## src/hdl/mm3_pkg.sv

```systemverilog
// Shared types, constants and helpers for the MurmurHash3 x64 128-bit engine.
package mm3_pkg;

    // Mixing constants
    localparam logic [63:0] C_ONE   = 64'h87c37b91114253d5;
    localparam logic [63:0] C_TWO   = 64'h4cf5ad432745937f;
    localparam logic [63:0] ADD_ONE = 64'h0000000052dce729;
    localparam logic [63:0] ADD_TWO = 64'h0000000038495ab5;
    localparam logic [63:0] FMIX_A  = 64'hff51afd7ed558ccd;
    localparam logic [63:0] FMIX_B  = 64'hc4ceb9fe1a85ec53;

    // Chunk geometry
    localparam logic [4:0] FULL_COUNT = 5'd16;
    localparam logic [4:0] HALF_COUNT = 5'd8;
    localparam int LEN_W = 31;

    // Datapath micro-operations
    typedef enum logic [4:0] {
        OP_NONE,
        OP_LOAD,      // capture chunk, start lanes and length
        OP_LOAD_K,    // k = masked word of the lane
        OP_MUL0,      // acc = k.lo * c.lo
        OP_MUL1,      // acc += (k.lo * c.hi) << 32
        OP_MUL2,      // k = acc + (k.hi * c.lo) << 32
        OP_ROT_K,     // k = rotl(k, 31 or 33)
        OP_XOR_H,     // h ^= k
        OP_ROT_ADD,   // h = rotl(h) + other lane
        OP_MUL5_ADD,  // h = h * 5 + lane constant
        OP_LEN_XOR,   // both lanes ^= length
        OP_ADD12,     // h1 += h2
        OP_ADD21,     // h2 += h1
        OP_K_FROM_H,  // k = h ^ (h >> 33)
        OP_XSHIFT,    // k ^= k >> 33
        OP_H_FROM_K,  // h = k ^ (k >> 33)
        OP_EMIT       // hash output register = lanes
    } t_dp_op;

    typedef enum logic {
        LANE_ONE,
        LANE_TWO
    } t_lane;

    typedef enum logic [1:0] {
        MC_C1,
        MC_C2,
        MC_FA,
        MC_FB
    } t_mconst;

    typedef struct packed {
        t_dp_op  op;
        t_lane   lane;
        t_mconst mconst;
        logic    start;
    } t_dp_cmd;

    typedef struct packed {
        logic full;
        logic last;
    } t_dp_stat;

    // Multiplier constant select
    function automatic logic [63:0] mul_const(input t_mconst sel);
        logic [63:0] c;
        case (sel)
            MC_C1:   c = C_ONE;
            MC_C2:   c = C_TWO;
            MC_FA:   c = FMIX_A;
            default: c = FMIX_B;
        endcase
        return c;
    endfunction

    // Mask keeping the low n bytes; n of eight or more keeps all
    function automatic logic [63:0] byte_mask(input logic [3:0] n);
        logic [63:0] m;
        m = '0;
        for (int b = 0; b < 8; b++) begin
            if (4'(b) < n) begin
                m[8*b +: 8] = 8'hff;
            end
        end
        return m;
    endfunction

endpackage

```

## src/hdl/mm3_ifs.sv

```systemverilog
// Request channel interfaces: input chunks and hash results.
interface mm3_chunk_if;
    logic        valid;
    logic        ready;
    logic [63:0] low_word;
    logic [63:0] high_word;
    logic [4:0]  byte_count;
    logic        last;

    modport source (output valid, low_word, high_word, byte_count, last, input ready);
    modport sink   (input valid, low_word, high_word, byte_count, last, output ready);
endinterface

interface mm3_hash_if;
    logic        valid;
    logic        ready;
    logic [63:0] hash_a;
    logic [63:0] hash_b;

    modport source (output valid, hash_a, hash_b, input ready);
    modport sink   (input valid, hash_a, hash_b, output ready);
endinterface

```

## src/hdl/mm3_datapath.sv

```systemverilog
// Hash datapath: lane registers, shared 32x32 multiplier and mixing logic.
module mm3_datapath (
    input  logic               i_clk,
    input  mm3_pkg::t_dp_cmd   i_cmd,
    input  logic [31:0]        i_seed,
    input  logic [63:0]        i_low_word,
    input  logic [63:0]        i_high_word,
    input  logic [4:0]         i_byte_count,
    input  logic               i_last,
    output mm3_pkg::t_dp_stat  o_stat,
    output logic [63:0]        o_hash_a,
    output logic [63:0]        o_hash_b
);

    logic [63:0] r_w0, r_w1, n_w0, n_w1;
    logic        r_full, r_last, n_full, n_last;
    logic [63:0] r_h1, r_h2, n_h1, n_h2;
    logic [63:0] r_k, r_acc, n_k, n_acc;
    logic [mm3_pkg::LEN_W-1:0] r_len, n_len;
    logic [63:0] r_hash_a, r_hash_b, n_hash_a, n_hash_b;

    logic [4:0]  cnt_sat;
    logic        full_in;
    logic [63:0] mask0, mask1;
    logic [63:0] mconst;
    logic [31:0] mul_x, mul_y;
    logic [63:0] mul_p;
    logic [63:0] h_sel, h_other, k_sx, h_sx, h_rot, k_rot, lane_add;

    // Count saturation and tail masks for the incoming chunk
    always_comb begin
        cnt_sat = (i_byte_count > mm3_pkg::FULL_COUNT) ? mm3_pkg::FULL_COUNT : i_byte_count;
        full_in = (cnt_sat == mm3_pkg::FULL_COUNT);
        mask0   = full_in ? '1 : mm3_pkg::byte_mask(cnt_sat[3:0]);
        if (full_in) begin
            mask1 = '1;
        end else if (cnt_sat > mm3_pkg::HALF_COUNT) begin
            mask1 = mm3_pkg::byte_mask(cnt_sat[3:0] - 4'd8);
        end else begin
            mask1 = '0;
        end
    end

    // Shared multiplier: one 32x32 partial product per cycle
    always_comb begin
        mconst = mm3_pkg::mul_const(i_cmd.mconst);
        case (i_cmd.op)
            mm3_pkg::OP_MUL0: begin
                mul_x = r_k[31:0];
                mul_y = mconst[31:0];
            end
            mm3_pkg::OP_MUL1: begin
                mul_x = r_k[31:0];
                mul_y = mconst[63:32];
            end
            default: begin
                mul_x = r_k[63:32];
                mul_y = mconst[31:0];
            end
        endcase
    end
    assign mul_p = 64'(mul_x) * 64'(mul_y);

    // Lane-selected operands
    always_comb begin
        h_sel    = (i_cmd.lane == mm3_pkg::LANE_TWO) ? r_h2 : r_h1;
        h_other  = (i_cmd.lane == mm3_pkg::LANE_TWO) ? r_h1 : r_h2;
        k_sx     = r_k ^ (r_k >> 33);
        h_sx     = h_sel ^ (h_sel >> 33);
        k_rot    = (i_cmd.lane == mm3_pkg::LANE_TWO) ? {r_k[30:0], r_k[63:31]}
                                                     : {r_k[32:0], r_k[63:33]};
        h_rot    = (i_cmd.lane == mm3_pkg::LANE_TWO) ? {h_sel[32:0], h_sel[63:33]}
                                                     : {h_sel[36:0], h_sel[63:37]};
        lane_add = (i_cmd.lane == mm3_pkg::LANE_TWO) ? mm3_pkg::ADD_TWO : mm3_pkg::ADD_ONE;
    end

    // Next-value logic per micro-operation
    always_comb begin
        logic [63:0] h_new;
        logic        h_wr;
        n_w0     = r_w0;
        n_w1     = r_w1;
        n_full   = r_full;
        n_last   = r_last;
        n_h1     = r_h1;
        n_h2     = r_h2;
        n_k      = r_k;
        n_acc    = r_acc;
        n_len    = r_len;
        n_hash_a = r_hash_a;
        n_hash_b = r_hash_b;
        h_new    = h_sel;
        h_wr     = 1'b0;
        case (i_cmd.op)
            mm3_pkg::OP_LOAD: begin
                n_w0   = i_low_word & mask0;
                n_w1   = i_high_word & mask1;
                n_full = full_in;
                n_last = i_last;
                if (i_cmd.start) begin
                    n_h1  = {32'd0, i_seed};
                    n_h2  = {32'd0, i_seed};
                    n_len = {{(mm3_pkg::LEN_W-5){1'b0}}, cnt_sat};
                end else begin
                    n_len = r_len + {{(mm3_pkg::LEN_W-5){1'b0}}, cnt_sat};
                end
            end
            mm3_pkg::OP_LOAD_K: begin
                n_k = (i_cmd.lane == mm3_pkg::LANE_TWO) ? r_w1 : r_w0;
            end
            mm3_pkg::OP_MUL0: begin
                n_acc = mul_p;
            end
            mm3_pkg::OP_MUL1: begin
                n_acc = r_acc + {mul_p[31:0], 32'd0};
            end
            mm3_pkg::OP_MUL2: begin
                n_k = r_acc + {mul_p[31:0], 32'd0};
            end
            mm3_pkg::OP_ROT_K: begin
                n_k = k_rot;
            end
            mm3_pkg::OP_XOR_H: begin
                h_new = h_sel ^ r_k;
                h_wr  = 1'b1;
            end
            mm3_pkg::OP_ROT_ADD: begin
                h_new = h_rot + h_other;
                h_wr  = 1'b1;
            end
            mm3_pkg::OP_MUL5_ADD: begin
                h_new = (h_sel << 2) + h_sel + lane_add;
                h_wr  = 1'b1;
            end
            mm3_pkg::OP_LEN_XOR: begin
                n_h1 = r_h1 ^ {33'd0, r_len};
                n_h2 = r_h2 ^ {33'd0, r_len};
            end
            mm3_pkg::OP_ADD12: begin
                n_h1 = r_h1 + r_h2;
            end
            mm3_pkg::OP_ADD21: begin
                n_h2 = r_h2 + r_h1;
            end
            mm3_pkg::OP_K_FROM_H: begin
                n_k = h_sx;
            end
            mm3_pkg::OP_XSHIFT: begin
                n_k = k_sx;
            end
            mm3_pkg::OP_H_FROM_K: begin
                h_new = k_sx;
                h_wr  = 1'b1;
            end
            mm3_pkg::OP_EMIT: begin
                n_hash_a = r_h1;
                n_hash_b = r_h2;
            end
            default: begin
            end
        endcase
        if (h_wr) begin
            if (i_cmd.lane == mm3_pkg::LANE_TWO) begin
                n_h2 = h_new;
            end else begin
                n_h1 = h_new;
            end
        end
    end

    // Datapath registers (payload only, no reset)
    always_ff @(posedge i_clk) begin
        r_w0     <= n_w0;
        r_w1     <= n_w1;
        r_full   <= n_full;
        r_last   <= n_last;
        r_h1     <= n_h1;
        r_h2     <= n_h2;
        r_k      <= n_k;
        r_acc    <= n_acc;
        r_len    <= n_len;
        r_hash_a <= n_hash_a;
        r_hash_b <= n_hash_b;
    end

    assign o_stat.full = r_full;
    assign o_stat.last = r_last;
    assign o_hash_a    = r_hash_a;
    assign o_hash_b    = r_hash_b;

endmodule

```

## src/hdl/mm3_controller.sv

```systemverilog
// Hash sequencer: steps the datapath through body, tail and finalization.
module mm3_controller (
    input  logic               i_clk,
    input  logic               i_rst_n,
    input  logic               i_in_valid,
    output logic               o_in_ready,
    input  logic               i_out_ready,
    output logic               o_out_valid,
    input  mm3_pkg::t_dp_stat  i_stat,
    output mm3_pkg::t_dp_cmd   o_cmd
);

    typedef enum logic [9:0] {
        S_IDLE  = 10'b00_0000_0001,
        S_MIX1  = 10'b00_0000_0010,
        S_BODY1 = 10'b00_0000_0100,
        S_MIX2  = 10'b00_0000_1000,
        S_BODY2 = 10'b00_0001_0000,
        S_FIN_A = 10'b00_0010_0000,
        S_FMIX1 = 10'b00_0100_0000,
        S_FMIX2 = 10'b00_1000_0000,
        S_FIN_B = 10'b01_0000_0000,
        S_EMIT  = 10'b10_0000_0000
    } t_state;

    localparam logic [3:0] STEP_MIX_LAST  = 4'd8;
    localparam logic [3:0] STEP_BODY_LAST = 4'd1;
    localparam logic [3:0] STEP_FINA_LAST = 4'd2;
    localparam logic [3:0] STEP_FINB_LAST = 4'd1;

    t_state     r_state, n_state;
    logic [3:0] r_step, n_step;
    logic       r_in_msg, n_in_msg;
    logic       r_out_valid, n_out_valid;

    // Step decode shared by the lane mix and fmix sequences
    function automatic mm3_pkg::t_dp_op seq_op(input logic [3:0] step,
                                               input mm3_pkg::t_dp_op first_op,
                                               input mm3_pkg::t_dp_op mid_op,
                                               input mm3_pkg::t_dp_op last_op);
        mm3_pkg::t_dp_op op;
        case (step) inside
            4'd0:       op = first_op;
            4'd1, 4'd5: op = mm3_pkg::OP_MUL0;
            4'd2, 4'd6: op = mm3_pkg::OP_MUL1;
            4'd3, 4'd7: op = mm3_pkg::OP_MUL2;
            4'd4:       op = mid_op;
            default:    op = last_op;
        endcase
        return op;
    endfunction

    always_comb begin
        logic done;
        n_state     = r_state;
        n_step      = r_step + 4'd1;
        n_in_msg    = r_in_msg;
        n_out_valid = r_out_valid & ~i_out_ready;
        o_cmd.op     = mm3_pkg::OP_NONE;
        o_cmd.lane   = mm3_pkg::LANE_ONE;
        o_cmd.mconst = mm3_pkg::MC_C1;
        o_cmd.start  = 1'b0;
        done         = 1'b0;

        unique case (r_state)
            S_IDLE: begin
                n_step = '0;
                if (i_in_valid) begin
                    o_cmd.op    = mm3_pkg::OP_LOAD;
                    o_cmd.start = ~r_in_msg;
                    n_in_msg    = 1'b1;
                    n_state     = S_MIX1;
                end
            end
            // lane one: k1 * C1, rotl 31, * C2
            S_MIX1: begin
                o_cmd.op     = seq_op(r_step, mm3_pkg::OP_LOAD_K, mm3_pkg::OP_ROT_K,
                                      mm3_pkg::OP_XOR_H);
                o_cmd.mconst = (r_step < 4'd4) ? mm3_pkg::MC_C1 : mm3_pkg::MC_C2;
                done         = (r_step == STEP_MIX_LAST);
                if (done) begin
                    n_state = i_stat.full ? S_BODY1 : S_MIX2;
                end
            end
            S_BODY1: begin
                o_cmd.op = (r_step == 4'd0) ? mm3_pkg::OP_ROT_ADD : mm3_pkg::OP_MUL5_ADD;
                done     = (r_step == STEP_BODY_LAST);
                if (done) begin
                    n_state = S_MIX2;
                end
            end
            // lane two: k2 * C2, rotl 33, * C1
            S_MIX2: begin
                o_cmd.lane   = mm3_pkg::LANE_TWO;
                o_cmd.op     = seq_op(r_step, mm3_pkg::OP_LOAD_K, mm3_pkg::OP_ROT_K,
                                      mm3_pkg::OP_XOR_H);
                o_cmd.mconst = (r_step < 4'd4) ? mm3_pkg::MC_C2 : mm3_pkg::MC_C1;
                done         = (r_step == STEP_MIX_LAST);
                if (done) begin
                    n_state = i_stat.full ? S_BODY2 : S_FIN_A;
                end
            end
            S_BODY2: begin
                o_cmd.lane = mm3_pkg::LANE_TWO;
                o_cmd.op   = (r_step == 4'd0) ? mm3_pkg::OP_ROT_ADD : mm3_pkg::OP_MUL5_ADD;
                done       = (r_step == STEP_BODY_LAST);
                if (done) begin
                    n_state = i_stat.last ? S_FIN_A : S_IDLE;
                end
            end
            // length fold, then the first cross-adds h1 += h2 and h2 += h1
            S_FIN_A: begin
                case (r_step)
                    4'd0:    o_cmd.op = mm3_pkg::OP_LEN_XOR;
                    4'd1:    o_cmd.op = mm3_pkg::OP_ADD12;
                    default: o_cmd.op = mm3_pkg::OP_ADD21;
                endcase
                done = (r_step == STEP_FINA_LAST);
                if (done) begin
                    n_state = S_FMIX1;
                end
            end
            S_FMIX1, S_FMIX2: begin
                o_cmd.lane   = (r_state == S_FMIX2) ? mm3_pkg::LANE_TWO : mm3_pkg::LANE_ONE;
                o_cmd.op     = seq_op(r_step, mm3_pkg::OP_K_FROM_H, mm3_pkg::OP_XSHIFT,
                                      mm3_pkg::OP_H_FROM_K);
                o_cmd.mconst = (r_step < 4'd4) ? mm3_pkg::MC_FA : mm3_pkg::MC_FB;
                done         = (r_step == STEP_MIX_LAST);
                if (done) begin
                    n_state = (r_state == S_FMIX2) ? S_FIN_B : S_FMIX2;
                end
            end
            S_FIN_B: begin
                o_cmd.op = (r_step == 4'd0) ? mm3_pkg::OP_ADD12 : mm3_pkg::OP_ADD21;
                done     = (r_step == STEP_FINB_LAST);
                if (done) begin
                    n_state = S_EMIT;
                end
            end
            // wait for the output register to free up
            S_EMIT: begin
                n_step = '0;
                if (!r_out_valid || i_out_ready) begin
                    o_cmd.op    = mm3_pkg::OP_EMIT;
                    n_out_valid = 1'b1;
                    n_in_msg    = 1'b0;
                    n_state     = S_IDLE;
                end
            end
            default: begin
                n_state = S_IDLE;
                n_step  = '0;
            end
        endcase

        if (done) begin
            n_step = '0;
        end
    end

    always_ff @(posedge i_clk) begin
        if (!i_rst_n) begin
            r_state     <= S_IDLE;
            r_step      <= '0;
            r_in_msg    <= 1'b0;
            r_out_valid <= 1'b0;
        end else begin
            r_state     <= n_state;
            r_step      <= n_step;
            r_in_msg    <= n_in_msg;
            r_out_valid <= n_out_valid;
        end
    end

    assign o_in_ready  = (r_state == S_IDLE);
    assign o_out_valid = r_out_valid;

endmodule

```

## src/hdl/murmur3_x64_128_hash_top.sv

```systemverilog
// Top level of the MurmurHash3 x64 128-bit engine with its seed register port.
//
// Messages stream in as 16-byte chunks; a chunk with fewer than 16 bytes, or
// one with last set, ends the message and produces one 128-bit hash. All
// 64-bit products go through a single 32x32 multiplier as three partial
// products. Each chunk is accepted, then mixed into lane one and lane two,
// with a body update of each lane after its mix for a full chunk; a chunk
// that ends the message then runs the finalization before the emit. The
// result sits in an output register; a new chunk is taken once the previous
// one is done, while the result may still wait. The seed register is sampled
// at the first chunk of each message; writing it mid-message affects the next.
module murmur3_x64_128_hash_top (
    input  logic              i_clk,
    input  logic              i_rst_n,
    mm3_chunk_if.sink         i_chunk,
    mm3_hash_if.source        o_hash,
    input  logic              psel,
    input  logic              penable,
    input  logic              pwrite,
    input  logic [2:0]        paddr,
    input  logic [31:0]       pwdata,
    output logic [31:0]       prdata,
    output logic              pready
);

    logic [31:0]        r_seed;
    logic               seed_sel;
    mm3_pkg::t_dp_cmd   cmd;
    mm3_pkg::t_dp_stat  stat;

    // Seed register at byte addresses zero to three (paddr[2] low)
    assign seed_sel = (paddr[2] == 1'b0);
    assign pready   = 1'b1;
    assign prdata   = seed_sel ? r_seed : 32'd0;

    always_ff @(posedge i_clk) begin
        if (!i_rst_n) begin
            r_seed <= '0;
        end else if (psel && penable && pwrite && seed_sel) begin
            r_seed <= pwdata;
        end
    end

    mm3_controller u_ctrl (
        .i_clk       (i_clk),
        .i_rst_n     (i_rst_n),
        .i_in_valid  (i_chunk.valid),
        .o_in_ready  (i_chunk.ready),
        .i_out_ready (o_hash.ready),
        .o_out_valid (o_hash.valid),
        .i_stat      (stat),
        .o_cmd       (cmd)
    );

    mm3_datapath u_dp (
        .i_clk        (i_clk),
        .i_cmd        (cmd),
        .i_seed       (r_seed),
        .i_low_word   (i_chunk.low_word),
        .i_high_word  (i_chunk.high_word),
        .i_byte_count (i_chunk.byte_count),
        .i_last       (i_chunk.last),
        .o_stat       (stat),
        .o_hash_a     (o_hash.hash_a),
        .o_hash_b     (o_hash.hash_b)
    );

endmodule

```

## src/flat_wrapper.sv

```systemverilog
// flat-port wrapper written by rule: the top's interface ports become plain ports
module murmur3_x64_128_hash_top_flat 
  (i_clk, i_rst_n, psel, penable, pwrite, paddr, pwdata, prdata, pready, i_chunk_valid, i_chunk_low_word, i_chunk_high_word, i_chunk_byte_count, i_chunk_last, i_chunk_ready, o_hash_valid, o_hash_hash_a, o_hash_hash_b, o_hash_ready);
  mm3_chunk_if i_chunk_i ();
  mm3_hash_if o_hash_i ();
  input  logic i_clk;
  input  logic i_rst_n;
  input  logic psel;
  input  logic penable;
  input  logic pwrite;
  input  logic [2:0] paddr;
  input  logic [31:0] pwdata;
  output logic [31:0] prdata;
  output logic pready;
  input wire logic [$bits(i_chunk_i.valid)-1:0] i_chunk_valid;
  input wire logic [$bits(i_chunk_i.low_word)-1:0] i_chunk_low_word;
  input wire logic [$bits(i_chunk_i.high_word)-1:0] i_chunk_high_word;
  input wire logic [$bits(i_chunk_i.byte_count)-1:0] i_chunk_byte_count;
  input wire logic [$bits(i_chunk_i.last)-1:0] i_chunk_last;
  output wire logic [$bits(i_chunk_i.ready)-1:0] i_chunk_ready;
  output wire logic [$bits(o_hash_i.valid)-1:0] o_hash_valid;
  output wire logic [$bits(o_hash_i.hash_a)-1:0] o_hash_hash_a;
  output wire logic [$bits(o_hash_i.hash_b)-1:0] o_hash_hash_b;
  input wire logic [$bits(o_hash_i.ready)-1:0] o_hash_ready;
  assign i_chunk_i.valid = i_chunk_valid;
  assign i_chunk_i.low_word = i_chunk_low_word;
  assign i_chunk_i.high_word = i_chunk_high_word;
  assign i_chunk_i.byte_count = i_chunk_byte_count;
  assign i_chunk_i.last = i_chunk_last;
  assign i_chunk_ready = i_chunk_i.ready;
  assign o_hash_valid = o_hash_i.valid;
  assign o_hash_hash_a = o_hash_i.hash_a;
  assign o_hash_hash_b = o_hash_i.hash_b;
  assign o_hash_i.ready = o_hash_ready;
  murmur3_x64_128_hash_top u_core (.i_clk(i_clk), .i_rst_n(i_rst_n), .i_chunk(i_chunk_i), .o_hash(o_hash_i), .psel(psel), .penable(penable), .pwrite(pwrite), .paddr(paddr), .pwdata(pwdata), .prdata(prdata), .pready(pready));
endmodule
```

## config.mk

```make
export PLATFORM = sky130hd
export DESIGN_NAME = murmur3_x64_128_hash_top_flat
export DESIGN_NICKNAME = d
export VERILOG_FILES = /design/src/hdl/mm3_pkg.sv /design/src/hdl/mm3_ifs.sv /design/src/hdl/mm3_datapath.sv /design/src/hdl/mm3_controller.sv /design/src/hdl/murmur3_x64_128_hash_top.sv /design/src/flat_wrapper.sv
export SDC_FILE = /design/constraint.sdc
export NUM_CORES = 2
export LEC_CHECK = 0
export BUFFER_PORTS_ARGS = -buffer_cell sky130_fd_sc_hd__buf_2
export CORE_AREA = 8 8 427 429
export DETAILED_ROUTE_END_ITERATION = 10
export DIE_AREA = 0 0 435 437
export PLACE_DENSITY = 0.71
export SLEW_MARGIN = 20
export SYNTH_ARGS = -nofsm -noshare
export SYNTH_HDL_FRONTEND = slang
export SYNTH_HIERARCHICAL = 1
export SYNTH_SLANG_ARGS = --single-unit
```

## constraint.sdc

```tcl
create_clock -name i_clk -period 28.4 [get_ports i_clk]
set_input_delay 2.84 -clock i_clk [delete_from_list [all_inputs] [get_ports i_clk]]
set_output_delay 2.84 -clock i_clk [all_outputs]
set_load 0.03 [all_outputs]
```

# [Yosys cells after proc, flatten, opt, wreduce, memory -nomap -nowiden]
# Index checks and enable logic that the tools add are counted.
[totals] inputBits=176 output_inout_bits=163 register_bits=593 elab_cells=216
[classes] add_sub_neg=8 mux=87 n_mul=1 reduce_logical=25 eq_ne=46 bitwise=13 order_cmp=19
[op_table] op="$mux 64" count=14
[op_table] op="$pmux 64 s3" count=3
[op_table] op="$pmux 64 s5" count=1
[op_table] op="$add 64x64->64" count=4
[op_table] op="$pmux 64 s4" count=1
[op_table] op="$xor 64x31->64" count=4
[op_table] op="$and 64x64->64" count=2
[op_table] op="$mux 8" count=16
[op_table] op="$pmux 64 s2" count=1
[op_table] op="$mux 32" count=3
[op_table] op="$mux 10" count=9
[op_table] op="$pmux 10 s9" count=1
[op_table] op="$add 64x31->64" count=1
[op_table] op="$mul 32x32->64" count=1
[op_table] op="$xor 64x64->64" count=1
[op_table] op="$eq 5x4->1 const B" count=8
[op_table] op="$pmux 5 s7" count=1
[op_table] op="$lt 3x4->1 const A" count=8
[op_table] op="$add 31x5->31" count=1
[op_table] op="$mux 31" count=1
[op_table] op="$eq 5x3->1 const B" count=4
[op_table] op="$mux 4" count=5
[op_table] op="$ne 2x2->1 const B" count=9
[op_table] op="$eq 4x3->1 const B" count=4
[op_table] op="50 further kinds" count=96

# [Logic depth before layout (Yosys ltp)]
[depth] depth_word=13 depth_mapped=49 depth_no_buf=47

# [Modules after synthesis]
# Netlist, hierarchy kept.
[modules_own_cells] module="mm3_datapath" cells_each=8427 area_per_inst_um2=75717.6 n_inst=1 seq_area_each_um2=15084.5
[modules_own_cells] module="murmur3_x64_128_hash_top" cells_each=177 area_per_inst_um2=1537.7 n_inst=1 seq_area_each_um2=640.6
[modules_own_cells] module="mm3_controller" cells_each=179 area_per_inst_um2=1367.6 n_inst=1 seq_area_each_um2=320.3

# [Least setup slack after synthesis]
# Ideal clock, no wire load.
[synth_path] kind="input port to flip-flop" startpoint="in o_hash_ready" endpoint="reg u_core.u_dp.r_k[61] (data pin)" path_stages=36 setup_slack_ns=12.902 path_buffers=3 setup_time_ns=0.259 t_required_ns=28.141 t_arrival_ns=15.239 path_cell_list="nor2b_1 nor2_1 clkbuf_1 nor4_1 or2_2 buf_2 buf_2 mux2i_1 nor2_1 nand2_1 fa_1 inv_1 fa_1 inv_1 fa_1 fa_1 inv_1 fa_1 fa_1 fa_1 fa_1 ha_1 a21oi_1 o21ai_0 a21oi_1 a21boi_0 o21bai_1 xor2_1 ha_1 nand2_1 nor3_1 a31o_2 a221oi_1 o21ai_0 xor2_1 a211o_1"
[synth_rtl] item="start: declaration" line_no="flat_wrapper.sv:24" source="input wire logic [$bits(o_hash_i.ready)-1:0] o_hash_ready;"
[synth_rtl] item="end signal: assignment" line_no="mm3_datapath.sv:179" source="r_k <= n_k;"
[synth_rtl] item="end: declaration" line_no="mm3_datapath.sv:18" source="logic [63:0] r_k, r_acc, n_k, n_acc;"

==> impl_metrics.csv <==
group,metric,value,unit
timing,setup_viol,0,
layout,layout-drive-gt1-share,0.0977,
synth,synth.yosys.seq_area_share,0.204,
cts,tritoncts,"yes",
critical_path,crit_path_frequent_cell,"fa_1",
grt,antenna_found_initial,11,
cts,cts_setup_buffers,0,
critical_path,end_kind,"register",
layout,nNetsFinal,10438,
critical_path,worstPathArrival,16.29,ns
critical_path,critPathCapture,"u_core/u_dp/r_k[57]$_DFFE_PP_",
worst_hold_path,hold_path.class,"register to register",
timing,setup_ws,12.49,ns
floorplan,die_area,190000,sq um
cts,clkSlewWorstSetupHoldPaths,0.06,ns
layout,area_growth_syn_to_layout,7.65,%
cts,cts_root_buffer,"clkbuf_16",
cts,clock_sinks,593,
synth,synth_fa_ha_area_frac,0.320,
cts,holdBufCountCts,0,
timing,hold_viol_final,0,
synth,synth_compound_area_frac,0.154,
critical_path,crit_type,"input port to register",
detailed_routing,route.vias.total,70134,
synth,yosys.area.top_type_share,0.234,
synth,synth_area,78600,sq um
synth,ys_types,121,
grt,grt_pass1_vias,69339,
detailed_routing,final_antenna_net_count,0,
floorplan,die_h,437,um
critical_path,crit_slowest_cell,"xor2_1",
cts,cts_buffers,67,
synth,synth_ff_type,"edfxtp_1",
synth,ys_ff_latch,593,
cts,htree_levels,3,
critical_path,r2r-end,"u_core/u_dp/r_k[57]$_DFFE_PP_",
grt,track_usage,0.329,
grt,grt_pass1_wl,469,mm
detailed_routing,wirelength,326,mm
synth,ys_top_cells_by_area,"fa_1, edfxtp_1, ha_1",
critical_path,max_stage_delay,0.95,ns
cts,insertion_delay,0.68,ns
synth,synthXorXnorAreaFrac,0.0446,
critical_path,worst-r2r-cell-count,43,
detailed_routing,route.detailed.drc,0,
synth,synth_most_common_cell,"inv_1",
synth,synth_edf_count,417,
placement,port_buffers,335,
run,maxCapViolCount,0,
placement,preCtsSetupSlack,12.40,ns
placement,dp.cells,11074,
timing,slew_viol_final,0,
grt,grt_max_degree,95,
run_status,status,"finished, final reports clean",
synth,synthArstFlopShare,0,
critical_path,critical_path.max_fanout,69,
floorplan,die-width,435,um
detailed_routing,post_drt_wl_per_cell,29.0,um
synth,synthesis.nets,10418,
timing,fmax,62.9,MHz
synth,synth_mux_area_frac,0.0561,
critical_path,r2r-start,"u_core/u_ctrl/r_state[8]$_SDFFE_PN0P_",
synth,yosys-top-cells-count,"inv_1, nand2_1, fa_1",
timing,period_share,0.560,
timing,slew_headroom,0.135,
critical_path,r2r_slack,12.94,ns
timing,tightest_slew,1.27,ns
layout,fillers,16719,
synth,synth.avg_cell_area,8.95,sq um
synth,yosys_warnings,6,
synth,synth_top_family_by_area,"adder cells",
detailed_routing,viasPerCell,6.26,
cts,cts_resized,0,
synth,syn-instance-count,8783,
critical_path,worst_setup_path_start_kind,"input port",
critical_path,cp.required,28.78,ns
layout,fin_cells,11208,
cts,cts_buffer_depth,3,
synth,synth_top_area_cell,"fa_1",
timing,fin_tns_setup,0,ns
synth,yosys.area_share.simple,0.145,
floorplan,io_pins,339,
floorplan,rows,154,
timing,fin_crit,15.91,ns
critical_path,crit_start,"o_hash_ready",
detailed_routing,dr.pass1.iters,6,
timing,rsz0062_at_grt,"no",
placement,gp_congestion,1.05,
floorplan,core-area,175000,sq um
placement,dp_hpwl,257,mm
timing,skew,0.0379,ns
floorplan,initial_core_util,0.448,
detailed_routing,drt_iter0_markers,8620,
grt,gr-total-overflow,0,
## registers in the layout, indices dropped and copies added (netlist names)
signal                     flops
u_core/r_seed                 32
u_core/u_ctrl/o_out_valid      1
u_core/u_ctrl/r_in_msg         1
u_core/u_ctrl/r_state         10
u_core/u_ctrl/r_step           4
u_core/u_dp/o_hash_a          64
u_core/u_dp/o_hash_b          64
u_core/u_dp/r_acc             64
u_core/u_dp/r_full             1
u_core/u_dp/r_h1              64
u_core/u_dp/r_h2              64
u_core/u_dp/r_k               64
u_core/u_dp/r_last             1
u_core/u_dp/r_len             31
u_core/u_dp/r_w0              64
u_core/u_dp/r_w1              64
## layout make-up
cell class              count  area [sq um]  share of cell area
multi-input cells        6647         56900               0.672
flip-flops and latches    593         16000               0.190
inverters                1017          3820              0.0452
well taps                2340          2930              0.0346
repair buffers            477          2760              0.0326
clock buffers              83          1790              0.0211
clock inverters            36           345             0.00408
diodes                     15          37.5            0.000443
## worst max-delay path: cells and delay by family
kind,cells,cell delay [ns]
buf+inv,9,2.40
xor+xnor,2,1.32
compound gates,11,2.07
simple gates,7,1.84
mux,1,0.83
fa+ha+maj,10,4.86
## per-layer routing
metal  vias up  track usage  wire length (um)
li1      29918            -                 -
met1     34529        0.405            118000
met2      4507        0.508            142000
met3      1170       0.0744             34400
met4        10        0.241             30500
met5         -            0                74
## per-stage QoR
step / area [sq um] / utilization / hold WS (ns)
after floorplan: 78600 / - / 0.440
after global placement: 82400 / 0.470 / 0.461
after detailed placement: 82400 / 0.470 / 0.474
after CTS: 84600 / 0.482 / 0.488
after global routing: 84600 / 0.482 / 0.498
final: 84600 / 0.483 / 0.481
## layout by cell type, fill, tap and decap left out, types with 35 or more instances in the layout
| master | count |
|---|---|
| nand2b_1 | 55 |
| nand2_1 | 1001 |
| o211a_1 | 35 |
| edfxtp_1 | 417 |
| and2_1 | 85 |
| o21bai_1 | 66 |
| nor2_1 | 644 |
| o21ai_0 | 321 |
| buf_4 | 141 |
| nand4_1 | 83 |
| buf_2 | 335 |
| a221oi_1 | 72 |
| o21a_1 | 48 |
| o21ai_1 | 37 |
| a211oi_1 | 58 |
| a31oi_1 | 50 |
| clkbuf_16 | 69 |
| mux2i_1 | 258 |
| fa_1 | 918 |
| xnor2_1 | 240 |
| o22ai_1 | 80 |
| a21o_1 | 162 |
| xor2_1 | 157 |
| inv_1 | 1013 |
| nand3_1 | 195 |
| ha_1 | 541 |
| nor3_1 | 78 |
| dfxtp_1 | 176 |
| and3_1 | 70 |
| nor2b_1 | 171 |
| o221ai_1 | 70 |
| a21oi_1 | 565 |
| mux2_2 | 147 |
## logic make-up after synthesis
| logic type | Yosys count |
|---|---|
| flip-flops | 593 |
| AND/OR/NAND/NOR | 2522 |
| multiplexers | 422 |
| other | 1 |
| adder cells (fa/ha/maj) | 1459 |
| buffers and inverters | 1543 |
| AO/OA/AOI/OAI | 1844 |
| XOR/XNOR | 399 |
## worst min path at each step
stage                                             startpoint                                 end  slack (ns)  cells past startpoint
final                     u_core/u_ctrl/r_step[0]$_SDFF_PP0_  u_core/u_ctrl/r_step[0]$_SDFF_PP0_        0.48                      1
after CTS                      u_core/r_seed[7]$_SDFFE_PN0P_       u_core/r_seed[7]$_SDFFE_PN0P_        0.49                      2
after global routing          u_core/r_seed[21]$_SDFFE_PN0P_      u_core/r_seed[21]$_SDFFE_PN0P_        0.50                      2
after detailed placement  u_core/u_ctrl/r_step[0]$_SDFF_PP0_  u_core/u_ctrl/r_step[0]$_SDFF_PP0_        0.47                      1
after floorplan               u_core/r_seed[22]$_SDFFE_PN0P_      u_core/r_seed[22]$_SDFFE_PN0P_        0.44                      2
after global placement    u_core/u_ctrl/r_step[0]$_SDFF_PP0_  u_core/u_ctrl/r_step[0]$_SDFF_PP0_        0.46                      1
Power is left out: the tool's default activity adds up to more than one toggle a clock period on the data nets, which glitch-free logic cannot reach.
